**src/rtl/mlm_pkg.sv**
```systemverilog
// Shared constants, types and codes for the mutex lock manager.
package mlm_pkg;

  // Bank size and per-mutex wait queue depth.
  localparam int MUTEX_COUNT = 4;
  localparam int QUEUE_DEPTH = 16;

  // Field widths fixed by the interface.
  localparam int PID_W = 8;
  localparam int ID_W  = 3;
  localparam int ST_W  = 3;

  // Derived widths for indexes and counters.
  localparam int MID_W   = (MUTEX_COUNT > 1) ? $clog2(MUTEX_COUNT) : 1;
  localparam int IDX_W   = (QUEUE_DEPTH > 1) ? $clog2(QUEUE_DEPTH) : 1;
  localparam int CNT_W   = $clog2(QUEUE_DEPTH + 1);
  localparam int SUM_W   = ((IDX_W > CNT_W) ? IDX_W : CNT_W) + 1;
  localparam int RING_D  = MUTEX_COUNT * QUEUE_DEPTH;
  localparam int RING_AW = (RING_D > 1) ? $clog2(RING_D) : 1;

  // Operation codes.
  localparam logic OP_WAIT   = 1'b0;
  localparam logic OP_SIGNAL = 1'b1;

  // Result status codes.
  localparam logic [ST_W-1:0] ST_ACQUIRED  = 3'd0;
  localparam logic [ST_W-1:0] ST_BLOCKED   = 3'd1;
  localparam logic [ST_W-1:0] ST_FREED     = 3'd2;
  localparam logic [ST_W-1:0] ST_HANDOFF   = 3'd3;
  localparam logic [ST_W-1:0] ST_NOT_OWNER = 3'd4;
  localparam logic [ST_W-1:0] ST_UNKNOWN   = 3'd5;
  localparam logic [ST_W-1:0] ST_FULL      = 3'd6;

  // One control entry per mutex, held in the control memory.
  typedef struct packed {
    logic             lock;
    logic [PID_W-1:0] owner;
    logic [IDX_W-1:0] head;
    logic [CNT_W-1:0] count;
  } ctrl_entry_t;

  localparam int CTRL_W = $bits(ctrl_entry_t);

  // Decision handed from the evaluation logic to the sequencer.
  typedef struct packed {
    logic [ST_W-1:0]  status;
    logic             ctrl_we;
    logic             ring_we;
    logic             ring_re;
    logic [IDX_W-1:0] ring_idx;
    ctrl_entry_t      entry;
  } decision_t;

endpackage

```
**src/rtl/mutex_lock_manager_fifo_core.sv**
```systemverilog
// Top level of the mutex lock manager: sequencer, control memory and wait ring.
//
//  Channel | Direction | Handshake            | Payload
//  in      | input     | in_valid / in_ready  | in_op, in_mutex_id, in_process_id
//  out     | output    | out_valid / out_ready| out_status, out_handoff_pid,
//          |           |                      | out_handoff_valid
//
// A transaction reads the control entry on acceptance, then evaluates and writes
// back. A handoff first reads the oldest waiter from the ring memory, then
// writes back. The registered reads of the two memories set these steps.
// Reset clears the sequencer, the output valid and the entry valid bits at
// once; no clearing pass is needed. A stalled result holds in the output
// register while the next transaction is accepted and read.
module mutex_lock_manager_fifo_core import mlm_pkg::*; (
  input  logic             clk,
  input  logic             rst_n,
  input  logic             in_valid,
  output logic             in_ready,
  input  logic             in_op,
  input  logic [ID_W-1:0]  in_mutex_id,
  input  logic [PID_W-1:0] in_process_id,
  output logic             out_valid,
  input  logic             out_ready,
  output logic [ST_W-1:0]  out_status,
  output logic [PID_W-1:0] out_handoff_pid,
  output logic             out_handoff_valid
);

  localparam logic [1:0] S_IDLE = 2'd0;
  localparam logic [1:0] S_EVAL = 2'd1;
  localparam logic [1:0] S_HAND = 2'd2;

  logic [1:0]             state_r, state_nxt;
  logic                   op_r;
  logic [ID_W-1:0]        mid_r;
  logic [PID_W-1:0]       pid_r;
  logic [MUTEX_COUNT-1:0] vld_r, vld_nxt;
  logic                   out_valid_r, out_valid_nxt;
  logic [ST_W-1:0]        out_status_r;
  logic [PID_W-1:0]       out_pid_r;
  logic                   out_hv_r;

  logic                   in_fire;
  logic                   out_free;
  logic                   known;
  logic [MID_W-1:0]       cur_mid;
  logic [CTRL_W-1:0]      ctrl_rdata;
  logic [CTRL_W-1:0]      ctrl_wdata;
  logic                   ctrl_we;
  ctrl_entry_t            cur_entry;
  ctrl_entry_t            wr_entry;
  decision_t              dec;
  logic                   ring_we;
  logic                   ring_re;
  logic [RING_AW-1:0]     ring_addr;
  logic [PID_W-1:0]       ring_rdata;
  logic                   load_out;
  logic [ST_W-1:0]        load_status;
  logic [PID_W-1:0]       load_pid;
  logic                   load_hv;

  assign in_ready = (state_r == S_IDLE);
  assign in_fire  = in_valid && in_ready;
  assign out_free = !out_valid_r || out_ready;
  assign cur_mid  = mid_r[MID_W-1:0];
  assign known    = ({1'b0, mid_r} < (ID_W + 1)'(MUTEX_COUNT));

  // An entry never written reads as the reset value.
  assign cur_entry = vld_r[cur_mid] ? ctrl_entry_t'(ctrl_rdata) : '0;

  mlm_decide u_decide (
    .op    (op_r),
    .known (known),
    .pid   (pid_r),
    .cur   (cur_entry),
    .dec   (dec)
  );

  // Ring address: the mutex's slice plus the slot inside it.
  assign ring_addr = RING_AW'(cur_mid) * RING_AW'(QUEUE_DEPTH) + RING_AW'(dec.ring_idx);

  // Sequencer: evaluate, optionally fetch the waiter, then write back.
  always_comb begin
    state_nxt   = state_r;
    ctrl_we     = 1'b0;
    ring_we     = 1'b0;
    ring_re     = 1'b0;
    load_out    = 1'b0;
    load_status = dec.status;
    load_pid    = '0;
    load_hv     = 1'b0;
    wr_entry    = dec.entry;
    unique case (state_r)
      S_IDLE: begin
        if (in_fire) begin
          state_nxt = S_EVAL;
        end
      end
      S_EVAL: begin
        if (dec.ring_re) begin
          ring_re   = 1'b1;
          state_nxt = S_HAND;
        end else if (out_free) begin
          ctrl_we   = dec.ctrl_we;
          ring_we   = dec.ring_we;
          load_out  = 1'b1;
          state_nxt = S_IDLE;
        end
      end
      S_HAND: begin
        wr_entry.owner = ring_rdata;
        if (out_free) begin
          ctrl_we   = 1'b1;
          load_out  = 1'b1;
          load_pid  = ring_rdata;
          load_hv   = 1'b1;
          state_nxt = S_IDLE;
        end
      end
      default: begin
        state_nxt = S_IDLE;
      end
    endcase
  end

  assign ctrl_wdata = CTRL_W'(wr_entry);

  // Entry valid bits and output valid.
  always_comb begin
    vld_nxt = vld_r;
    if (ctrl_we) begin
      vld_nxt[cur_mid] = 1'b1;
    end
    out_valid_nxt = out_valid_r;
    if (load_out) begin
      out_valid_nxt = 1'b1;
    end else if (out_ready) begin
      out_valid_nxt = 1'b0;
    end
  end

  // Control registers.
  always_ff @(posedge clk) begin
    if (!rst_n) begin
      state_r     <= S_IDLE;
      vld_r       <= '0;
      out_valid_r <= 1'b0;
    end else begin
      state_r     <= state_nxt;
      vld_r       <= vld_nxt;
      out_valid_r <= out_valid_nxt;
    end
  end

  // Captured request and result payload.
  always_ff @(posedge clk) begin
    if (in_fire) begin
      op_r  <= in_op;
      mid_r <= in_mutex_id;
      pid_r <= in_process_id;
    end
    if (load_out) begin
      out_status_r <= load_status;
      out_pid_r    <= load_pid;
      out_hv_r     <= load_hv;
    end
  end

  mlm_ram #(
    .WIDTH (CTRL_W),
    .DEPTH (MUTEX_COUNT)
  ) u_ctrl_ram (
    .clk   (clk),
    .we    (ctrl_we),
    .waddr (cur_mid),
    .wdata (ctrl_wdata),
    .re    (in_fire),
    .raddr (in_mutex_id[MID_W-1:0]),
    .rdata (ctrl_rdata)
  );

  mlm_ram #(
    .WIDTH (PID_W),
    .DEPTH (RING_D)
  ) u_ring_ram (
    .clk   (clk),
    .we    (ring_we),
    .waddr (ring_addr),
    .wdata (pid_r),
    .re    (ring_re),
    .raddr (ring_addr),
    .rdata (ring_rdata)
  );

  assign out_valid         = out_valid_r;
  assign out_status        = out_status_r;
  assign out_handoff_pid   = out_pid_r;
  assign out_handoff_valid = out_hv_r;

  // An accepted transaction is always evaluated in the next cycle.
  a_fire_eval: assert property (@(posedge clk) disable iff (!rst_n)
    in_fire |=> (state_r == S_EVAL))
    else $error("accepted transaction not evaluated");

  // The ring is never written and read in the same cycle.
  a_ring_excl: assert property (@(posedge clk) disable iff (!rst_n)
    !(ring_we && ring_re))
    else $error("ring read and write collide");

  // Write back to the control memory only with a result being loaded.
  a_wb_result: assert property (@(posedge clk) disable iff (!rst_n)
    ctrl_we |-> (load_out && (state_r != S_IDLE)))
    else $error("control write without result");

  // A handoff flag appears only with the handoff status.
  a_hv_status: assert property (@(posedge clk) disable iff (!rst_n)
    (out_valid_r && out_hv_r) |-> (out_status_r == ST_HANDOFF))
    else $error("handoff flag with wrong status");

  // A pending result is not overwritten while stalled.
  a_out_hold: assert property (@(posedge clk) disable iff (!rst_n)
    (out_valid_r && !out_ready) |=> (out_valid_r && $stable(out_status_r)))
    else $error("stalled result overwritten");

endmodule

```
**src/rtl/mlm_ram.sv**
```systemverilog
// Generic single-clock RAM with one write port and one registered read port.
module mlm_ram #(
  parameter int WIDTH = 8,
  parameter int DEPTH = 16
) (
  input  logic                                      clk,
  input  logic                                      we,
  input  logic [((DEPTH > 1) ? $clog2(DEPTH) : 1)-1:0] waddr,
  input  logic [WIDTH-1:0]                          wdata,
  input  logic                                      re,
  input  logic [((DEPTH > 1) ? $clog2(DEPTH) : 1)-1:0] raddr,
  output logic [WIDTH-1:0]                          rdata
);

  logic [WIDTH-1:0] mem [DEPTH];

  // Write and registered read; read data holds between reads.
  always_ff @(posedge clk) begin
    if (we) begin
      mem[waddr] <= wdata;
    end
    if (re) begin
      rdata <= mem[raddr];
    end
  end

endmodule

```
**src/rtl/mlm_decide.sv**
```systemverilog
// Evaluation of one request against the current control entry of its mutex.
module mlm_decide import mlm_pkg::*; (
  input  logic             op,
  input  logic             known,
  input  logic [PID_W-1:0] pid,
  input  ctrl_entry_t      cur,
  output decision_t        dec
);

  logic [SUM_W-1:0] tail_sum;
  logic [IDX_W-1:0] tail_idx;
  logic [IDX_W-1:0] head_nxt;
  logic             full;

  // Tail of the ring: head plus count, wrapped once; also the next head and the full flag.
  always_comb begin
    tail_sum = SUM_W'(cur.head) + SUM_W'(cur.count);
    if (tail_sum >= SUM_W'(QUEUE_DEPTH)) begin
      tail_idx = IDX_W'(tail_sum - SUM_W'(QUEUE_DEPTH));
    end else begin
      tail_idx = IDX_W'(tail_sum);
    end
    if (cur.head == IDX_W'(QUEUE_DEPTH - 1)) begin
      head_nxt = '0;
    end else begin
      head_nxt = cur.head + IDX_W'(1);
    end
    full = (cur.count >= CNT_W'(QUEUE_DEPTH));
  end

  // Request decision; order of the checks matters.
  always_comb begin
    dec          = '0;
    dec.entry    = cur;
    dec.ring_idx = cur.head;
    dec.status   = ST_UNKNOWN;
    priority if (!known) begin
      dec.status = ST_UNKNOWN;
    end else if (op == OP_WAIT) begin
      priority if (!cur.lock) begin
        dec.entry.lock  = 1'b1;
        dec.entry.owner = pid;
        dec.ctrl_we     = 1'b1;
        dec.status      = ST_ACQUIRED;
      end else if (full) begin
        dec.status = ST_FULL;
      end else begin
        dec.ring_we     = 1'b1;
        dec.ring_idx    = tail_idx;
        dec.entry.count = cur.count + CNT_W'(1);
        dec.ctrl_we     = 1'b1;
        dec.status      = ST_BLOCKED;
      end
    end else begin
      priority if (!cur.lock || (cur.owner != pid)) begin
        dec.status = ST_NOT_OWNER;
      end else if (cur.count != '0) begin
        // The new owner comes from the ring read that follows.
        dec.ring_re     = 1'b1;
        dec.ring_idx    = cur.head;
        dec.entry.head  = head_nxt;
        dec.entry.count = cur.count - CNT_W'(1);
        dec.ctrl_we     = 1'b1;
        dec.status      = ST_HANDOFF;
      end else begin
        dec.entry.lock  = 1'b0;
        dec.entry.owner = '0;
        dec.ctrl_we     = 1'b1;
        dec.status      = ST_FREED;
      end
    end
  end

endmodule

```
**config.mk**
```make
export PLATFORM = sky130hd
export DESIGN_NAME = mutex_lock_manager_fifo_core
export DESIGN_NICKNAME = d
export VERILOG_FILES = /design/src/rtl/mlm_pkg.sv /design/src/rtl/mutex_lock_manager_fifo_core.sv /design/src/rtl/mlm_ram.sv /design/src/rtl/mlm_decide.sv
export SDC_FILE = /design/constraint.sdc
export NUM_CORES = 1
export LEC_CHECK = 0
export ABC_AREA = 1
export BUFFER_PORTS_ARGS = -buffer_cell sky130_fd_sc_hd__buf_2
export CAP_MARGIN = 20
export CORE_MARGIN = 4
export CORE_UTILIZATION = 35
export CTS_BUF_LIST = sky130_fd_sc_hd__clkbuf_2
export DETAILED_ROUTE_END_ITERATION = 8
export PLACE_DENSITY = 0.55
export SLEW_MARGIN = 20
export SYNTH_ARGS = -nofsm -noshare
export SYNTH_HDL_FRONTEND = slang
export SYNTH_HIERARCHICAL = 1
export SYNTH_SLANG_ARGS = --single-unit
```
**constraint.sdc**
```tcl
create_clock -name clk -period 8.04 [get_ports clk]
set_input_delay 0 -clock clk [delete_from_list [all_inputs] [get_ports clk]]
set_output_delay 0 -clock clk [all_outputs]
set_load 0.02 [all_outputs]
```
---- After elaboration in Yosys (flattened, before gate mapping) ----
Memories as Yosys holds them, arrays and structs flattened. A register that Yosys moved wholly into a read port is not among the register bits.
Index checks and enable logic that the tools add are counted.
Widths: inputs -> output; s select.
cells by class
  add/sub/neg operators ................... 6
  $lt $le $gt $ge ......................... 5
  eq/ne operators ......................... 5
  mux-type cells .......................... 52
  bitwise operators ....................... 1
  reductions and logical operators ........ 10
operator list
  operator             count
  $mux 4               7
  $mux 25              1
  $mux 23              1
  $mux 1               21
  $mux 5               4
  $mux 18              1
  $mux 9               2
  $mux 8               2
  $mux 13              1
  $mux 2               5
  $ne 8x8->1           1
  $add 4x5->6          1
  $add 6x4->6          1
  $ge 6x5->1 const B   1
  $mux 3               2
  $pmux 2 s3           1
  $add 5x1->5 const B  1
  $ge 5x5->1 const B   1
  $reduce_bool 5->1    1
  $sub 5x1->5 const B  1
  $add 4x1->4 const B  1
  $eq 4x4->1 const B   1
  $or 4x4->4           1
  $pmux 1 s2           2
  15 further kinds     18
storage, ports and cells
  register bits after elaboration ......... 31
  RAM bits ................................ 584
  input bits .............................. 16
  output and inout bits ................... 14
  word-level logic and storage cells ...... 90
  memories ................................ 2
memory list
  name            depth  bits a word  read ports  clocked after memory_dff  write ports  RTL line       source
  u_ring_ram.mem  64     8            1           1                         1            mlm_ram.sv:15  logic [WIDTH-1:0] mem [DEPTH];
  u_ctrl_ram.mem  4      18           1           1                         1            mlm_ram.sv:15

---- Longest topological paths before layout ----
  depth after elaboration ................. 15
  mapped depth ............................ 25
  gate-level depth less buffers ........... 22

---- By module ----
The synthesis kept the hierarchy.
modules (own cells, without submodules)
  module                        times used  cells each  area each (um^2)  sequential area each (um^2)
  mlm_ram (u_ring_ram)          1           1805        21419.3           15615.0
  mlm_ram (u_ctrl_ram)          1           307         3626.0            2702.6
  mutex_lock_manager_fifo_core  1           168         1477.7            860.8
  mlm_decide                    1           267         1255.0            0.0

---- Worst setup path before layout ----
Ideal clock, no wire load.
  path type ............................... register -> register
  start point ............................. register mid_r[1]
  end point ............................... memory u_ctrl_ram/mem[2][0] (netlist bit), enable pin
  library setup time ...................... 0.416 ns
  arrival ................................. 3.710 ns
  required time ........................... 7.624 ns
  path slack .............................. 3.915 ns
  cell stages (with the launch flop) ...... 19
  buffers on the path ..................... 0
  period minus slack after synthesis ...... 4.125 ns
  cell sequence ........................... edfxtp_1 inv_1 nor2_1 nand2_1 o21ai_2 nor2_4 nor2_1 inv_1 ha_1 nand2_1 nor2_2 nand2_2 nand4_1 inv_1 nor2_1 nand3_1 a21boi_0 inv_1 nor3_1
RTL lines
  element                   RTL line                             source
  start: declaration        mutex_lock_manager_fifo_core.sv:35   logic [ID_W-1:0] mid_r;
  start signal: assignment  mutex_lock_manager_fifo_core.sv:159  mid_r <= in_mutex_id;
  end: declaration          mlm_ram.sv:15

==> flow_summary_export.csv <==
group,metric,value,unit
outcome,status,"complete, no violations",
final_layout,stdcell_area,0.03060,mm^2
synthesis,synth_cell_types,39,
synthesis,ys_seq_elements,641,
synthesis,synthMostInstantiatedCell,"nand2_1",
synthesis,synth_edf_count,634,
global_routing,grt_pass1_wl,112.9,mm
timing,skew,0.08343,ns
setup_path,critPathCaptureType,"flip-flop",
routing,avgRoutedWirePerCell,19.13,um
setup_path,rrSetupSlack,1.96,ns
routing,met2_length,36.20,mm
synthesis,async_reset_ff_share,0,%
global_routing,antenna_found_initial,1,
timing,period_share,75.61,%
timing,tns,0,ns
synthesis,synthTopCellsByArea,"edfxtp_1, nand2_1, nand3_1, inv_1, buf_6",
synthesis,synth_top_area_share,68.54,%
global_routing,grt_pass1_vias,18930,
run,drv_cap,0,
clocking,clk_pin_slew_worst_paths,0.11,ns
timing,rsz0062_at_grt,"no",
clocking,htree_levels,4,
final_layout,final_net_count,2720,
placed_design,io_buffers,29,
synthesis,yosysWarningCount,6,
synthesis,synth_top_family_by_area,"simple AND/OR/NAND/NOR gates",
setup_path,ff2ff_path_depth,23,
clocking,cts_tree,"yes",
global_routing,grt-ovfl-total,0,
timing,maxSlewViolCount,0,
setup_path,worstSetupEndpoint,"u_ring_ram/rdata[3]",
power,ir_drop,115.2,uV
routing,wl_met3,4.408,mm
global_routing,track_usage,17.78,%
floorplanning,design.die.area,0.08394,mm^2
routing,dr.pass1.iters,5,
clocking,clock-sinks,641,
setup_path,crit_fanout,187,
synthesis,synth_seq_area_share,69.04,%
power,p_per_area,199.4,mW/mm^2
placed_design,placed_cell_area,0.02859,mm^2
synthesis,syn-num-nets,2574,
floorplanning,floorplan.initialDensity,35.22,%
synthesis,yosysTopAreaCell,"edfxtp_1",
synthesis,synth-compound-area-share,1.234,%
setup_path,criticalPathCategory,"reg2reg",
synthesis,synth_area_per_cell,10.91,um^2
timing,slew_headroom,28.46,%
clocking,cts_root_buf,"clkbuf_2",
timing,max_freq,164.5,MHz
routing,top_layer_used,"met4",
floorplanning,rows,103,
setup_path,startpoint,"mid_r[0]",
min_path,hp-class,"in2reg",
routing,ant_nets,0,
final_layout,area_delta_synth_final,10.16,%
synthesis,synth_cells,2547,
power,leakage,11.63,nW
setup_path,r2r-start,"mid_r[0]",
placed_design,post-dp-hpwl,42.67,mm
floorplanning,die_w,289.7,um
synthesis,synth_commonest_cells,"nand2_1, edfxtp_1, nand3_1, inv_1, nor2_1",
routing,post-route-drc-count,0,
setup_path,arrival,7.15,ns
synthesis,synth-simple-area-share,23.14,%
timing,finalHoldViolations,0,
final_layout,drive_above_1_share,12.00,%
synthesis,syn_area,0.02778,mm^2
setup_path,r2r_end,"u_ring_ram/rdata[3]",
setup_path,startpoint_type,"flip-flop",
clocking,clk_latency,1.34,ns
min_path,hp-start,"rst_n",
synthesis,synth-adder-area-share,0.5225,%
routing,vias_per_cell,4.979,
synthesis,synthFlopType,"edfxtp_1",
routing,wirelength,74.02,mm
clocking,cts_max_path_buffers,3,
timing,finalSetupViolations,0,
timing,fin_crit,6.079,ns
routing,vias,19270,
setup_path,cp.required,9.11,ns
placed_design,place_congestion,0.8623,
floorplanning,io_pins,30,
synthesis,muxShareOfSynthArea,0,%
synthesis,synth_xor_xnor_area_share,0.1577,%
floorplanning,core_area,0.07887,mm^2
floorplanning,die_h,289.7,um
routing,wl_met1,31.41,mm
timing,tightest_slew,1.070,ns
clocking,cts_made_buffers,166,
routing,drt_first_iter_violations,1443,
global_routing,grt_max_degree,188,
## area by class of cell
type / instances / area [um^2]
Tap cell: 1050 / 1314
Sequential cell: 641 / 19180
Timing Repair Buffer: 112 / 930.9
Inverter: 180 / 688.2
Antenna cell: 3 / 7.507
Multi-Input combinational cell: 1592 / 7003
Clock inverter: 62 / 331.6
Clock buffer: 229 / 1146
Fill cell: 7687 / 48270
## repair_timing
item | 4_1_cts | 5_1_grt
endpoints found under the setup margin | 0 | 0
setup buffers | 0 | 0
hold endpoints to repair | 208 | 0
hold buffers | 49 | 0
gates resized for setup | 0 | 0
## cell usage in the layout (no fill, tap or decap), drive strengths merged
master,count
o22ai,1
xnor2,2
dlygate4sd3,47
ha,10
o32ai,1
xor2,3
dfxtp,7
or2,2
a21oi,29
o31ai,1
a21o,1
fa,1
nor3,6
and3,1
nor4,9
a21boi,1
nand2,847
inv,184
clkbuf,229
clkinvlp,5
clkinv,52
nor2,122
buf,65
o21ai,30
edfxtp,634
nand3,506
diode,3
nand4,18
nand3b,1
bufinv,1
## flip-flops by register name, summed over array words and instances (netlist names), 2 cells and up
register and flops:
u_ctrl_ram/mem 72, u_ring_ram/rdata 8, u_ctrl_ram/rdata 18, pid_r 8, state_r 2, out_status 3, u_ring_ram/mem 512, out_handoff_pid 8
mid_r 3, vld_r 4
## through the flow
| stage | power (W) | setup WS [ns] | instances | utilization, % | hold slack (ns) |
|---|---|---|---|---|---|
| after global placement | 0.003987 | 2.114 | 3525 | 36.25 | 0.1800 |
| final | 0.006101 | 1.961 | 3869 | 38.80 | 0.1854 |
| after CTS | 0.006193 | 1.924 | 3865 | 38.77 | 0.004881 |
| after floorplan | 0.003897 | 3.915 | 2547 | - | 0.09887 |
| after detailed placement | 0.003990 | 2.103 | 3525 | 36.25 | 0.1783 |
| after global routing | 0.006409 | 1.409 | 3867 | 38.79 | 0.05784 |
## per-layer routing
| layer | GRT usage, % | vias up |
|---|---|---|
| met4 | 6.667 | 0 |
| met1 | 22.97 | 9402 |
| li1 | - | 9100 |
| met5 | 0 | - |
| met2 | 29.25 | 628 |
| met3 | 4.149 | 135 |
## report_power, final
| part | switching, W | total (W) | internal, W |
|---|---|---|---|
| Combinational | 0.000168 | 0.000223 | 0.0000557 |
| Clock | 0.00135 | 0.00217 | 0.000823 |
| Sequential | 0.0000162 | 0.00371 | 0.00369 |
## how the worst min path moves through the flow
stage	end	slack [ns]	cells past startpoint
2_1_floorplan	mid_r[0]	0.1	0
4_1_cts	out_valid	0.005	5
3_5_place_dp	mid_r[2]	0.18	1
6_report	out_valid	0.19	5
5_1_grt	vld_r[3]	0.06	5
3_3_place_gp	mid_r[2]	0.18	1
## critical path, stage by stage, from the launching register on
cell,delay [ns]
edfxtp_1,1.06
nor2_1,0.15
nand2_1,0.12
o21ai_2,0.07
nor2_4,0.38
nor2_1,0.10
inv_1,0.19
nand2_1,0.12
nor2_1,0.10
inv_1,0.07
nor2_2,0.37
nand2_1,0.18
o21ai_4,0.11
buf_12,0.55
inv_6,0.43
buf_4,0.54
nand2_1,0.18
nand3_1,0.10
nand3_1,0.13
nand2_1,0.12
nand2_1,0.13
nand3_1,0.10
nand3_1,0.13
nand2_1,0.09
## kinds of logic after synthesis
group,Yosys count
buf+inv,314
xor+xnor,5
fa+ha+maj,11
flops,641
simple gates,1512
compound gates,64
No activity file was read; power rests on OpenSTA's default activity.
